### src/hdl/sps_pkg.sv
// Shared types and constants for the SYN port scan detector.
package sps_pkg;

  // Configuration register indexes
  localparam logic REG_LOCAL_ADDRESS  = 1'b0;
  localparam logic REG_SCAN_THRESHOLD = 1'b1;

  localparam int CFG_W    = 32;
  localparam int THRESH_W = 5;

  localparam logic [THRESH_W-1:0] THRESH_RESET = 5'd5;
  localparam logic [THRESH_W-1:0] THRESH_MIN   = 5'd2;
  localparam logic [THRESH_W-1:0] THRESH_MAX   = 5'd16;

  // One alert result as it leaves the block
  typedef struct packed {
    logic [31:0] attacker_ip;
    logic        continuing;
    logic [15:0] port;
    logic        last;
  } sps_result_t;

  // Sequencer states
  typedef enum logic [2:0] {
    ST_IDLE,
    ST_SRC_SCAN,
    ST_INSERT,
    ST_CNT_RD,
    ST_PORT_SCAN,
    ST_EMIT_RD,
    ST_EMIT_LD
  } sps_state_t;

  // Clamp the programmed threshold into its legal range.
  function automatic logic [THRESH_W-1:0] eff_threshold(input logic [THRESH_W-1:0] t);
    logic [THRESH_W-1:0] r;
    r = t;
    if (t < THRESH_MIN) r = THRESH_MIN;
    if (t > THRESH_MAX) r = THRESH_MAX;
    return r;
  endfunction

endpackage

### src/hdl/sps_out_stage.sv
// Output register that holds one alert result until the receiver takes it.
module sps_out_stage
  import sps_pkg::*;
(
  input  logic        clk,
  input  logic        rst,
  input  logic        load,
  input  sps_result_t load_data,
  output logic        free,
  output logic        m_tvalid,
  input  logic        m_tready,
  output logic [47:0] m_tdata,   // attacker_ip [31:0], port [47:32]
  output logic        m_tuser,   // continuing
  output logic        m_tlast
);

  sps_result_t held;

  // The register can take a new result when empty or being drained now.
  assign free = !m_tvalid || m_tready;

  always_ff @(posedge clk) begin
    if (rst) begin
      m_tvalid <= 1'b0;
    end else if (load) begin
      m_tvalid <= 1'b1;
    end else if (m_tready) begin
      m_tvalid <= 1'b0;
    end
  end

  always_ff @(posedge clk) begin
    if (load) begin
      held <= load_data;
    end
  end

  assign m_tdata = {held.port, held.attacker_ip};
  assign m_tuser = held.continuing;
  assign m_tlast = held.last;

endmodule

### config.mk
export PLATFORM = sky130hd
export DESIGN_NAME = sps_out_stage
export DESIGN_NICKNAME = d
export VERILOG_FILES = /design/src/hdl/sps_pkg.sv /design/src/hdl/sps_out_stage.sv
export SDC_FILE = /design/constraint.sdc
export NUM_CORES = 1
export LEC_CHECK = 0
export BUFFER_PORTS_ARGS = -buffer_cell sky130_fd_sc_hd__buf_4
export CAP_MARGIN = 20
export CORE_MARGIN = 2
export CORE_UTILIZATION = 29
export CTS_BUF_LIST = sky130_fd_sc_hd__clkbuf_4 sky130_fd_sc_hd__clkbuf_8 sky130_fd_sc_hd__clkbuf_16
export CTS_CLUSTER_SIZE = 25
export DETAILED_ROUTE_END_ITERATION = 6
export PLACE_DENSITY = 0.67
export REMOVE_ABC_BUFFERS = 1
export SYNTH_ARGS = -nofsm -noshare
export SYNTH_HDL_FRONTEND = slang
export SYNTH_SLANG_ARGS = --single-unit
### constraint.sdc
create_clock -name clk -period 0.8 [get_ports clk]
set_input_delay 0.12 -clock clk [delete_from_list [all_inputs] [get_ports clk]]
set_output_delay 0.12 -clock clk [all_outputs]
set_load 0.05 [all_outputs]
=== Yosys cells after proc, flatten, opt, wreduce, memory -nomap -nowiden ===
Index checks and enable logic that the tools add are counted.

* Mux-type cells: 2
* Reduce and logical (&&, ||, !) cells: 3

{| class="wikitable"
|+ Operators with widths
! operator !! count
|-
| $mux W1 || 2
|-
| $reduce_bool A2 Y1 || 1
|-
| $logic_not A1 Y1 || 1
|-
| $logic_or A1 B1 Y1 || 1
|}

* Bits in registers: 51
* Input bits: 54
* Output and inout port bits: 52
* Word-level logic and storage cells: 10

=== Depth between registers and ports, before layout ===
Gate-level depths: netlist of run 1.

* Depth after elaboration: 2
* Mapped depth: 2
* Mapped depth without buffers: 2

=== Worst setup path before layout of run 1 ===
No wires, ideal clock.

* Path kind: reg-to-reg
* From: reg m_tvalid (netlist name)
* To: reg m_tvalid
* Library setup time: 67 ps
* Arrival time: 1037 ps
* Required time: 733 ps
* Setup slack: -304 ps
* Stages on the path, launching flop included: 3
* Path buffers: 0
* Clock period less this slack: 1104 ps
* Cell sequence: dfxtp_1 -> nand2b_4 -> a21oi_2

{| class="wikitable"
|+ RTL lines
! element !! RTL line !! text
|-
| end signal, assigned || sps_out_stage.sv:24 || <nowiki>m_tvalid <= 1'b0;</nowiki>
|-
| end signal, assigned || sps_out_stage.sv:26 || <nowiki>m_tvalid <= 1'b1;</nowiki>
|-
| end signal, assigned || sps_out_stage.sv:28 || <nowiki>m_tvalid <= 1'b0;</nowiki>
|-
| end, declared || sps_out_stage.sv:10 || <nowiki>output logic m_tvalid,</nowiki>
|}

=== Worst setup path after layout of run 1 ===
* From: reg held, in the netlist m_tdata[0]
* To: out m_tdata[0]

{| class="wikitable"
|+ RTL lines
! element !! RTL line !! text
|-
| start, declared || sps_out_stage.sv:17 || <nowiki>sps_result_t held;</nowiki>
|-
| start signal, assigned || sps_out_stage.sv:34 || <nowiki>held <= load_data;</nowiki>
|-
| end, declared || sps_out_stage.sv:12 || <nowiki>output logic [47:0] m_tdata,</nowiki>
|}

No word-level cell between the ends.

==> summary.json, run 1 <==
{
  "average_wire_length_per_cell_after_detail_routing": {"value": 13.60, "unit": "um"},
  "grt_pass1_vias": {"value": 1291},
  "coreArea": {"value": 0.005140, "unit": "sq mm"},
  "maxCapViolCount": {"value": 0},
  "critical_path_class": {"value": "flop to primary output"},
  "synth_cell_types": {"value": 5},
  "critical_path.cell_chain": {"value": "buf_6"},
  "syn_inst": {"value": 54},
  "worst_skew_pair.late_latency": {"value": 0.29, "unit": "ns"},
  "final_min_period_over_clock_period": {"value": 127.5, "unit": "%"},
  "clk_path_buf_depth": {"value": 2},
  "finish.utilization": {"value": 64.31, "unit": "%"},
  "nNetsFinal": {"value": 274},
  "failing_checks": {"value": "negative setup slack"},
  "num_io_pins": {"value": 106},
  "cpLargestDelayFamily": {"value": "flip-flops"},
  "ys_ff_latch": {"value": 51},
  "synth_adder_area_share": {"value": 0, "unit": "%"},
  "sequential_to_total_area_share_from_yosys_stat": {"value": 98.30, "unit": "%"},
  "number_of_buffers_created_by_cts": {"value": 5},
  "layout_min_cycle_time": {"value": 1.020, "unit": "ns"},
  "globalRouteOverflowTotal": {"value": 0},
  "std_cell_rows": {"value": 26},
  "postRouteAntennaNets": {"value": 0},
  "clock-sinks": {"value": 51},
  "synth_area": {"value": 0.001548, "unit": "sq mm"},
  "synthDominantAreaCellType": {"value": "sky130_fd_sc_hd__edfxtp_1"},
  "synth_top_cell_area_share": {"value": 97.01, "unit": "%"},
  "io_buffers": {"value": 105},
  "totalWireLength": {"value": 3957, "unit": "um"},
  "detail_route.vias_per_cell": {"value": 4.024},
  "clock_tree_from_tritoncts": {"value": "yes"},
  "largest_fanout_on_the_critical_path": {"value": 1},
  "chipHeight": {"value": 77.06, "unit": "um"},
  "crit_arrival": {"value": 0.90, "unit": "ns"},
  "antenna_found_initial": {"value": 0},
  "cp.buffers_inverters": {"value": 1},
  "vias": {"value": 1171},
  "layout_setup_ws": {"value": -0.2197, "unit": "ns"},
  "peakVddDrop": {"value": 1218, "unit": "uV"},
  "synth_simple_gate_area_share": {"value": 0.8892, "unit": "%"},
  "antenna-diode-count": {"value": 0},
  "worstMarginPinSlew": {"value": 0.1421, "unit": "ns"},
  "mux_share_of_post_synthesis_cell_area": {"value": 0, "unit": "%"},
  "ys.warnings.count": {"value": 0},
  "fraction_of_the_mapped_netlist_area_in_compound_gates": {"value": 0.5659, "unit": "%"},
  "power.leakage": {"value": 1.382, "unit": "nW"},
  "outcome": {"value": "complete, but fails checks"},
  "area.growth.synth_to_final": {"value": 113.6, "unit": "%"},
  "timing.slew.headroom": {"value": 90.53, "unit": "%"},
  "timing_hold_violations_final": {"value": 0},
  "dr.pass1.iters": {"value": 4},
  "p_per_area": {"value": 2031, "unit": "mW/mm^2"},
  "cp_data_required_time": {"value": 0.68, "unit": "ns"},
  "timing.final.setup_violations": {"value": 52},
  "max_freq": {"value": 980.7, "unit": "MHz"},
  "drt_iter0_markers": {"value": 35},
  "synth_top_family_by_area": {"value": "simple AND/OR/NAND/NOR gates"},
  "grt_setup_unrepaired": {"value": "yes"},
  "synth.top_cells.by_area": {"value": "sky130_fd_sc_hd__edfxtp_1 (97%), sky130_fd_sc_hd__dfxtp_1 (1.3%), sky130_fd_sc_hd__nand2b_4 (0.89%)"},
  "clock_tree.htree_level_count": {"value": 2},
  "fin_worst_skew": {"value": 0, "unit": "ns"},
  "hold_path.class": {"value": "primary input to flop"},
  "chipWidth": {"value": 77.06, "unit": "um"},
  "finalMaxSlewViolations": {"value": 0},
  "initial_core_util": {"value": 30.11, "unit": "%"},
  "worstSetupEndpointType": {"value": "primary output"},
  "worst_setup_path_start_kind": {"value": "flop"},
  "place_ws": {"value": 0.06225, "unit": "ns"},
  "critical-path-max-stage-delay": {"value": 0.43, "unit": "ns"},
  "grt_util_all_layers": {"value": 13.58, "unit": "%"},
  "cts.root.buffer_cell": {"value": "sky130_fd_sc_hd__clkbuf_8"},
  "die_area": {"value": 0.005937, "unit": "sq mm"},
  "first_pass_grt_wire_length": {"value": 6085, "unit": "um"},
  "place_congestion": {"value": 0.6263},
  "synth_xor_area_share": {"value": 0, "unit": "%"},
  "drt_drc_violations_left": {"value": 0},
  "clk_pin_slew": {"value": 0.09, "unit": "ns"},
  "post_route_cells_drive_above_1_share": {"value": 53.85, "unit": "%"},
  "synth_area_per_cell": {"value": 28.66, "unit": "sq um"},
  "largest_net_degree_at_the_start_of_global_routing": {"value": 28},
  "crit_path_top_delay_cell": {"value": "sky130_fd_sc_hd__edfxtp_1"}
}
==> worst register-to-register path: stages, from the launching register on <==
cell	delay, ns
sky130_fd_sc_hd__dfxtp_4	0.38
sky130_fd_sc_hd__nand2b_4	0.06
sky130_fd_sc_hd__buf_4	0.13
sky130_fd_sc_hd__a21oi_2	0.12
==> cells by family (layout without fill, tap and decap cells) <==
family | count (synthesis) | count (layout)
AOI/OAI and AO/OA | 1 | 1
buffers and inverters | 1 | 168
DFF | 51 | 51
and+or+nand+nor | 1 | 1
==> cell usage after synthesis <==
cell / count
sky130_fd_sc_hd__edfxtp_1: 50
sky130_fd_sc_hd__dfxtp_1: 1
sky130_fd_sc_hd__inv_1: 1
sky130_fd_sc_hd__nand2b_4: 1
sky130_fd_sc_hd__a21oi_2: 1
==> where the power goes <==
group | switching (mW) | total (mW) | internal, mW
Sequential | 0.104 | 3.27 | 3.17
Clock | 0.752 | 1.76 | 1.01
Combinational | 0.944 | 1.68 | 0.734
==> sequential cells by signal (all words and copies together), names as in the netlist <==
| name | count |
|---|---|
| m_tvalid | 1 |
| m_tuser | 1 |
| m_tlast | 1 |
| m_tdata | 48 |
==> placed cells by master (no fill, tap or decap) <==
master                          Yosys  layout
sky130_fd_sc_hd__buf_6              0      50
sky130_fd_sc_hd__buf_8              0       2
sky130_fd_sc_hd__clkinv_2           0       1
sky130_fd_sc_hd__buf_12             0       2
sky130_fd_sc_hd__edfxtp_1          50      50
sky130_fd_sc_hd__nand2b_4           1       1
sky130_fd_sc_hd__dlygate4sd3_1      0      51
sky130_fd_sc_hd__bufinv_16          0       1
sky130_fd_sc_hd__buf_4              0      54
sky130_fd_sc_hd__inv_1              1       1
sky130_fd_sc_hd__a21oi_2            1       1
sky130_fd_sc_hd__dfxtp_4            0       1
sky130_fd_sc_hd__clkbuf_8           0       6
==> layout make-up <==
class | instances | area [sq um]
fill | 369 | 1834
inverter | 1 | 3.754
multi-input combinational | 2 | 22.52
clock buffer | 6 | 82.58
sequential | 51 | 1525
tap | 70 | 87.58
clock inverter | 2 | 35.03
timing repair buffer | 159 | 1549
==> worst paths after layout <==
kind / start / to / slack (ns) / cells past startpoint
worst max-delay path: m_tdata[0] / m_tdata[0] / -0.22 / 1
worst min-delay path: m_tready / m_tvalid / 0.21 / 4
worst max register to register: m_tvalid / m_tvalid / 0.05 / 3
worst min register to register: m_tvalid / m_tvalid / 0.62 / 3
==> per-layer routing <==
| layer | part of all wire, % | routed length [um] | GRT usage (%) | up-vias |
|---|---|---|---|---|
| li1 | - | - | - | 544 |
| met1 | 33 | 1310 | 12.72 | 555 |
| met2 | 58 | 2281 | 27.11 | 67 |
| met3 | 8.4 | 331 | 5.294 | 5 |
| met4 | 0.86 | 34 | 3.214 | 0 |
| met5 | 0 | 0 | 0 | - |
==> what timing repair did <==
action                                  4_1_cts  5_1_grt
endpoints found under the hold margin        51        0
pin swaps                                     0        1
gates cloned                                  0        0
resized for setup                            54        2
endpoints found under the setup margin       52       52
hold buffers                                 51        0
setup buffers                                 0        1
==> stage by stage <==
step / std cells / hold WS, ns / TNS, ns / area, sq um / power [mW]
after floorplan: 54 / 0.1824 / -0.4956 / 1548 / 4.040
after global placement: 231 / 0.2764 / 0 / 2464 / 4.615
after detailed placement: 231 / 0.2790 / 0 / 2464 / 4.635
after CTS: 290 / 0.08373 / -9.603 / 3292 / 6.775
after global routing: 291 / 0.1965 / -11.02 / 3306 / 6.958
final: 291 / 0.2071 / -8.822 / 3306 / 6.712
No activity file was read; power rests on OpenSTA's default activity.
==> run 2: changes to the inputs <==
- ABC_AREA: unset -> 1
- SKIP_CTS_REPAIR_TIMING: unset -> 1
==> summary.json, run 2 <==
{
  "postRouteAntennaNets": {"value": 0, "change": "unchanged"},
  "worstMarginPinSlew": {"value": 0.1489, "unit": "ns", "change": "+0.006848 ns"},
  "drt_iter0_markers": {"value": 35, "change": "unchanged"},
  "timing.slew.headroom": {"value": 90.07, "unit": "%", "change": "-0.46 points"},
  "vias": {"value": 1112, "change": "-5.0%"},
  "timing.final.setup_violations": {"value": 52, "change": "unchanged"},
  "synth_area": {"value": 0.001544, "unit": "sq mm", "change": "-0.24%"},
  "worst_setup_path_start_kind": {"value": "flop"},
  "timing_hold_violations_final": {"value": 0, "change": "unchanged"},
  "totalWireLength": {"value": 4105, "unit": "um", "change": "+3.7%"},
  "synthArstFlopShare": {"value": 0, "unit": "%", "change": "unchanged"},
  "largest_register_ff_count": {"value": 48, "change": "unchanged"},
  "synth_top_cell_area_share": {"value": 97.24, "unit": "%", "change": "+0.24 points"},
  "critical_path.cell_chain": {"value": "nand2_2, buf_6"},
  "most_common_cell_after_layout_fill_and_taps_aside": {"value": "sky130_fd_sc_hd__buf_4"},
  "layout.filler_cells": {"value": 377, "change": "+2.2%"},
  "std_cell_rows": {"value": 26, "change": "unchanged"},
  "clock-sinks": {"value": 51, "change": "unchanged"},
  "total_switching_power": {"value": 1.803, "unit": "mW", "change": "+0.16%"},
  "clock_tree.htree_level_count": {"value": 2, "change": "unchanged"},
  "synth_cell_types": {"value": 5, "change": "unchanged"},
  "synth_area_per_cell": {"value": 28.07, "unit": "sq um", "change": "-2.1%"},
  "initial_core_util": {"value": 30.23, "unit": "%", "change": "+0.12 points"},
  "pint": {"value": 4.576, "unit": "mW", "change": "-6.9%"},
  "synth.top_cells.by_area": {"value": "sky130_fd_sc_hd__edfxtp_1 (97%), sky130_fd_sc_hd__dfxtp_1 (1.3%), sky130_fd_sc_hd__a21oi_2 (0.57%)"},
  "place_congestion": {"value": 0.6792, "change": "+8.4%"},
  "synthDominantAreaCellType": {"value": "sky130_fd_sc_hd__edfxtp_1"},
  "pwr-share-comb": {"value": 26.2, "unit": "%", "change": "+1.2 points"},
  "number_of_buffers_created_by_cts": {"value": 5, "change": "unchanged"},
  "chipHeight": {"value": 76.97, "unit": "um", "change": "-0.12%"},
  "antenna_found_initial": {"value": 0, "change": "unchanged"},
  "crit_path_top_delay_cell": {"value": "sky130_fd_sc_hd__dfxtp_2"},
  "hold_path.class": {"value": "primary input to flop"},
  "antenna-diode-count": {"value": 0, "change": "unchanged"},
  "nNetsFinal": {"value": 274, "change": "unchanged"},
  "average_wire_length_per_cell_after_detail_routing": {"value": 14.11, "unit": "um", "change": "+3.7%"},
  "grt_pass1_vias": {"value": 1046, "change": "-19%"},
  "cp_data_required_time": {"value": 0.68, "unit": "ns", "change": "about the same"},
  "place.detailed.instances": {"value": 232, "change": "+0.43%"},
  "critical-path-max-stage-delay": {"value": 0.37, "unit": "ns", "change": "-0.06 ns"},
  "io_buffers": {"value": 105, "change": "unchanged"},
  "dr.pass1.iters": {"value": 4, "change": "unchanged"},
  "drt_drc_violations_left": {"value": 0, "change": "unchanged"},
  "final_min_period_over_clock_period": {"value": 126.5, "unit": "%", "change": "-0.98 points"},
  "maxCapViolCount": {"value": 0, "change": "unchanged"},
  "fin_setup_tns": {"value": -8.688, "unit": "ns", "change": "+0.1332 ns"},
  "worstSetupEndpointType": {"value": "primary output"},
  "post_route_cells_drive_above_1_share": {"value": 53.39, "unit": "%", "change": "-0.45 points"},
  "syn_inst": {"value": 55, "change": "+1.9%"},
  "max_freq": {"value": 988.3, "unit": "MHz", "change": "+0.78%"},
  "finalMaxSlewViolations": {"value": 0, "change": "unchanged"},
  "grt_util_all_layers": {"value": 11.41, "unit": "%", "change": "-2.2 points"},
  "share_clk_of_total_power": {"value": 22.6, "unit": "%", "change": "-3.7 points"},
  "synth.top_cells.by_count": {"value": "sky130_fd_sc_hd__edfxtp_1 (50), sky130_fd_sc_hd__inv_1 (2), sky130_fd_sc_hd__a21oi_2 (1), sky130_fd_sc_hd__dfxtp_1 (1), sky130_fd_sc_hd__nand2_2 (1)"},
  "grt_setup_unrepaired": {"value": "yes"},
  "ys_dominant_reg_cell": {"value": "sky130_fd_sc_hd__edfxtp_1"},
  "detail_route.vias_per_cell": {"value": 3.821, "change": "-5.0%"},
  "die_area": {"value": 0.005924, "unit": "sq mm", "change": "-0.23%"},
  "largest_net_degree_at_the_start_of_global_routing": {"value": 29, "change": "+3.6%"},
  "worst_skew_pair.late_latency": {"value": 0.29, "unit": "ns", "change": "about the same"},
  "chipWidth": {"value": 76.97, "unit": "um", "change": "-0.12%"},
  "final_std_cells_w_o_fill": {"value": 291, "change": "unchanged"},
  "first_pass_grt_wire_length": {"value": 5078, "unit": "um", "change": "-17%"},
  "sequential_to_total_area_share_from_yosys_stat": {"value": 98.54, "unit": "%", "change": "+0.24 points"},
  "globalRouteOverflowTotal": {"value": 0, "change": "unchanged"},
  "ys_ff_latch": {"value": 51, "change": "unchanged"},
  "power.share.sequential": {"value": 51.2, "unit": "%", "change": "+2.5 points"},
  "clk_pin_slew": {"value": 0.08, "unit": "ns", "change": "about the same"},
  "p_per_area": {"value": 1959, "unit": "mW/mm^2", "change": "-3.5%"},
  "largest_fanout_on_the_critical_path": {"value": 2, "change": "+1"},
  "peakVddDrop": {"value": 1196, "unit": "uV", "change": "-1.8%"},
  "layout_setup_ws": {"value": -0.2118, "unit": "ns", "change": "+0.007864 ns"},
  "clock_tree_from_tritoncts": {"value": "yes"},
  "outcome": {"value": "complete, but fails checks"},
  "clk_path_buf_depth": {"value": 2, "change": "unchanged"},
  "critical_path_class": {"value": "flop to primary output"},
  "num_io_pins": {"value": 106, "change": "unchanged"},
  "power.leakage": {"value": 1.362, "unit": "nW", "change": "-1.4%"},
  "place_ws": {"value": 0.06120, "unit": "ns", "change": "-0.001044 ns"},
  "crit_arrival": {"value": 0.89, "unit": "ns", "change": "about the same"},
  "coreArea": {"value": 0.005107, "unit": "sq mm", "change": "-0.63%"},
  "cts.root.buffer_cell": {"value": "sky130_fd_sc_hd__clkbuf_8"},
  "dp_hpwl": {"value": 2570, "unit": "um"},
  "power.share.switching": {"value": 28.27, "unit": "%", "change": "+1.4 points"},
  "ys.warnings.count": {"value": 0, "change": "unchanged"},
  "area.growth.synth_to_final": {"value": 110.9, "unit": "%"},
  "layout_min_cycle_time": {"value": 1.012, "unit": "ns", "change": "-0.007864 ns"},
  "count_of_flip_flops_with_a_built_in_enable_after_synthesis": {"value": 50, "change": "unchanged"},
  "yosys.cell_count.top_type": {"value": "sky130_fd_sc_hd__edfxtp_1"},
  "most-common-layout-cells": {"value": "sky130_fd_sc_hd__buf_4 (53), sky130_fd_sc_hd__buf_6 (52), sky130_fd_sc_hd__dlygate4sd3_1 (51)"},
  "fin_worst_skew": {"value": 0, "unit": "ns", "change": "unchanged"},
  "failing_checks": {"value": "negative setup slack"}
}
## run 2: worst paths after layout
check,startpoint,to,slack [ns],cells past startpoint
worst min register to register,m_tvalid,m_tvalid,0.51,2
worst max-delay path,m_tvalid,free,-0.21,2
worst min-delay path,m_tready,m_tvalid,0.11,4
worst max register to register,m_tvalid,m_tvalid,0.19,2
## run 2: layout make-up
cell class / count / area (sq um) / area share [%]
multi-input cells: 2 / 15.01 / 0.4612
flip-flops and latches: 51 / 1523 / 46.77
inverters: 2 / 7.507 / 0.2306
well taps: 70 / 87.58 / 2.690
clock buffers: 7 / 83.83 / 2.575
repair buffers: 158 / 1534 / 47.12
clock inverters: 1 / 5.005 / 0.1537
## run 2: logic make-up after synthesis
| logic type | share of synthesized area [%] |
|---|---|
| AND/OR/NAND/NOR | 0.4054 |
| buffers and inverters | 0.4864 |
| flip-flops | 98.54 |
| AO/OA/AOI/OAI | 0.5674 |
## run 2: power by group through the flow
| stage | combinational (mW) | sequential, mW | clock (mW) |
|---|---|---|---|
| floorplan | 0.0159 | 4.02 | 0 |
| global placement | 1.34 | 3.28 | 0 |
| detailed placement | 1.35 | 3.29 | 0 |
| CTS | 1.35 | 3.23 | 1.51 |
| global route | 1.73 | 3.29 | 1.64 |
| finish | 1.67 | 3.27 | 1.44 |
## run 2: metrics by stage
step	util (%)	hold slack [ns]	cell area (sq um)	power (mW)
4_1_cts	49.90	-0.04296	2549	6.086
5_1_grt	63.74	0.1023	3256	6.654
6_report	63.74	0.1072	3256	6.378
3_5_place_dp	48.16	0.2800	2460	4.637
2_1_floorplan	-	0.1824	1544	4.038
3_3_place_gp	48.16	0.2751	2460	4.615
## run 2: layer usage
layer	part of all wire [%]	vias up	GRT usage [%]
met5	0	-	0
met4	0.39	0	6.000
met3	7.9	2	4.941
met2	57	62	18.95
met1	35	505	12.28
li1	-	543	-
## run 2: worst max-delay path: cells and delay by family, from the launching register on
kind,cells,cell delay (ns)
DFF,1,0.37
buffers and inverters,1,0.15
and+or+nand+nor,1,0.08
==> run 3: changes to the inputs <==
- ABC_AREA: 1 -> unset
- SETUP_SLACK_MARGIN: unset -> 0.05
==> summary.json, run 3 (synthesis gave the netlist of run 1 again) <==
{
  "outcome": {"value": "complete, but fails checks"},
  "failing_checks": {"value": "negative setup slack"},
  "critical-path-max-stage-delay": {"value": 0.43, "unit": "ns", "change": "+0.06 ns"},
  "num_io_pins": {"value": 106, "change": "unchanged"},
  "cp_data_required_time": {"value": 0.68, "unit": "ns", "change": "about the same"},
  "clk_path_buf_depth": {"value": 2, "change": "unchanged"},
  "global_route.usage.met2": {"value": 19.30, "unit": "%", "change": "+0.35 points"},
  "chipHeight": {"value": 77.06, "unit": "um", "change": "+0.12%"},
  "timing.slew.headroom": {"value": 90.32, "unit": "%", "change": "+0.25 points"},
  "crit_arrival": {"value": 0.90, "unit": "ns", "change": "about the same"},
  "nNetsFinal": {"value": 273, "change": "-0.36%"},
  "std_cell_rows": {"value": 26, "change": "unchanged"},
  "antenna_found_initial": {"value": 0, "change": "unchanged"},
  "hold_slack": {"value": 0.1155, "unit": "ns", "change": "+0.008213 ns"},
  "critical_path_class": {"value": "flop to primary output"},
  "layout.filler_cells": {"value": 370, "change": "-1.9%"},
  "antenna-diode-count": {"value": 0, "change": "unchanged"},
  "grt.met1_usage": {"value": 10.79, "unit": "%", "change": "-1.5 points"},
  "clock_tree.htree_level_count": {"value": 2, "change": "unchanged"},
  "maxCapViolCount": {"value": 0, "change": "unchanged"},
  "die_area": {"value": 0.005937, "unit": "sq mm", "change": "+0.23%"},
  "most_common_cell_after_layout_fill_and_taps_aside": {"value": "sky130_fd_sc_hd__buf_4"},
  "largest_register_ff_count": {"value": 48, "change": "unchanged"},
  "post_route_cells_drive_above_1_share": {"value": 53.64, "unit": "%", "change": "+0.24 points"},
  "globalRouteOverflowTotal": {"value": 0, "change": "unchanged"},
  "worst_skew_pair.late_latency": {"value": 0.29, "unit": "ns", "change": "about the same"},
  "worstHoldStart": {"value": "m_tready"},
  "worstMarginPinSlew": {"value": 0.1452, "unit": "ns", "change": "-0.003738 ns"},
  "drt_drc_violations_left": {"value": 0, "change": "unchanged"},
  "power": {"value": 6.712, "unit": "mW", "change": "+5.2%"},
  "worst_setup_path_start_kind": {"value": "flop"},
  "average_wire_length_per_cell_after_detail_routing": {"value": 13.69, "unit": "um", "change": "-3.0%"},
  "grt_use_met3": {"value": 6.824, "unit": "%", "change": "+1.9 points"},
  "clock_tree_from_tritoncts": {"value": "yes"},
  "largest_fanout_on_the_critical_path": {"value": 1, "change": "-1"},
  "layout_setup_ws": {"value": -0.2192, "unit": "ns", "change": "-0.007426 ns"},
  "cts.root.buffer_cell": {"value": "sky130_fd_sc_hd__clkbuf_8"},
  "first_pass_grt_wire_length": {"value": 4905, "unit": "um", "change": "-3.4%"},
  "most-common-layout-cells": {"value": "sky130_fd_sc_hd__buf_4 (54), sky130_fd_sc_hd__dlygate4sd3_1 (51), sky130_fd_sc_hd__edfxtp_1 (50)"},
  "grt_pass1_vias": {"value": 1027, "change": "-1.8%"},
  "hold_path.class": {"value": "primary input to flop"},
  "fin_setup_tns": {"value": -8.838, "unit": "ns", "change": "-0.1493 ns"},
  "cp.buffers_inverters": {"value": 1, "change": "unchanged"},
  "layout_min_cycle_time": {"value": 1.019, "unit": "ns", "change": "+0.007426 ns"},
  "timing_hold_violations_final": {"value": 0, "change": "unchanged"},
  "dr.pass1.iters": {"value": 4, "change": "unchanged"},
  "p_per_area": {"value": 2037, "unit": "mW/mm^2", "change": "+4.0%"},
  "finish.instance_area": {"value": 0.003294, "unit": "sq mm", "change": "+1.2%"},
  "area.growth.synth_to_final": {"value": 112.9, "unit": "%"},
  "place.detailed.instances": {"value": 231, "change": "-0.43%"},
  "power.leakage": {"value": 1.376, "unit": "nW", "change": "+1.0%"},
  "grt_setup_unrepaired": {"value": "yes"},
  "final_min_period_over_clock_period": {"value": 127.4, "unit": "%", "change": "+0.93 points"},
  "clock-sinks": {"value": 51, "change": "unchanged"},
  "drt_iter0_markers": {"value": 33, "change": "-5.7%"},
  "postRouteAntennaNets": {"value": 0, "change": "unchanged"},
  "largest_net_degree_at_the_start_of_global_routing": {"value": 28, "change": "-3.4%"},
  "final_std_cells_w_o_fill": {"value": 290, "change": "-0.34%"},
  "worstSetupStartpoint": {"value": "m_tdata[0]"},
  "max_freq": {"value": 981.1, "unit": "MHz", "change": "-0.73%"},
  "peakVddDrop": {"value": 1220, "unit": "uV", "change": "+2.0%"},
  "place_congestion": {"value": 0.6263, "change": "-7.8%"},
  "worstSetupEndpointType": {"value": "primary output"},
  "clk_pin_slew": {"value": 0.09, "unit": "ns", "change": "about the same"},
  "timing.rr.start": {"value": "m_tvalid"},
  "detail_route.vias_per_cell": {"value": 3.962, "change": "+3.7%"},
  "fin_worst_skew": {"value": 0, "unit": "ns", "change": "unchanged"},
  "chipWidth": {"value": 77.06, "unit": "um", "change": "+0.12%"},
  "coreArea": {"value": 0.005140, "unit": "sq mm", "change": "+0.64%"},
  "io_buffers": {"value": 105, "change": "unchanged"},
  "vias": {"value": 1149, "change": "+3.3%"},
  "busiest_layer": {"value": "met2"},
  "hold_depth": {"value": 3, "change": "-1"},
  "cp.depth": {"value": 1, "change": "-1"},
  "number_of_buffers_created_by_cts": {"value": 5, "change": "unchanged"},
  "initial_core_util": {"value": 30.11, "unit": "%", "change": "-0.12 points"},
  "cpLargestDelayFamily": {"value": "flip-flops"},
  "crit_path_top_delay_cell": {"value": "sky130_fd_sc_hd__edfxtp_1"},
  "timing.reg2reg.worst_path_depth": {"value": 2, "change": "unchanged"},
  "timing.final.setup_violations": {"value": 52, "change": "unchanged"},
  "finalMaxSlewViolations": {"value": 0, "change": "unchanged"},
  "totalWireLength": {"value": 3970, "unit": "um", "change": "-3.3%"},
  "critical_path.cell_chain": {"value": "buf_6"},
  "grt_util_all_layers": {"value": 10.94, "unit": "%", "change": "-0.46 points"},
  "placed_cell_area": {"value": 0.002464, "unit": "sq mm", "change": "+0.15%"}
}
## run 3: cell types whose count changed in the layout (fill, tap and decap cells not counted)
cell,previous run,this run
sky130_fd_sc_hd__clkbuf_4,2,0
sky130_fd_sc_hd__buf_6,52,49
sky130_fd_sc_hd__buf_8,0,2
sky130_fd_sc_hd__clkbuf_8,5,6
sky130_fd_sc_hd__inv_1,2,1
sky130_fd_sc_hd__nand2_2,1,0
sky130_fd_sc_hd__bufinv_16,0,1
sky130_fd_sc_hd__dfxtp_4,0,1
sky130_fd_sc_hd__buf_4,53,54
sky130_fd_sc_hd__dfxtp_2,1,0
sky130_fd_sc_hd__nand2b_4,0,1
## run 3: layout make-up
type	instances	area [sq um]	share of cell area (%)
clock inverters	2	35.03	1.063
flip-flops and latches	51	1525	46.30
inverters	1	3.754	0.1139
well taps	70	87.58	2.659
repair buffers	158	1538	46.68
multi-input cells	2	22.52	0.6836
clock buffers	6	82.58	2.507
## run 3: per-layer routing
| metal | part of all wire, % | up-vias |
|---|---|---|
| met5 | 0 | - |
| met4 | 0.40 | 0 |
| met3 | 8.6 | 2 |
| met2 | 59 | 66 |
| met1 | 32 | 539 |
| li1 | - | 542 |
## run 3: stage by stage
stage / util, % / setup slack (ns)
CTS: 50.22 / -0.2619
global route: 64.09 / -0.2625
detailed placement: 47.93 / 0.06225
finish: 64.09 / -0.2192
floorplan: - / -0.3043
global placement: 47.93 / 0.07495
## run 3: power by group
part	switching (mW)	internal (mW)	leakage, nW
logic	0.943	0.729	0.817
clock network	0.759	1.01	0.0612
registers	0.103	3.17	0.498
total	1.81	4.91	1.38
## run 3: worst paths after layout
| path | end | slack, ns |
|---|---|---|
| max | m_tdata[0] | -0.22 |
| min | m_tvalid | 0.12 |
| max reg2reg | m_tvalid | 0.17 |
| min reg2reg | m_tvalid | 0.52 |
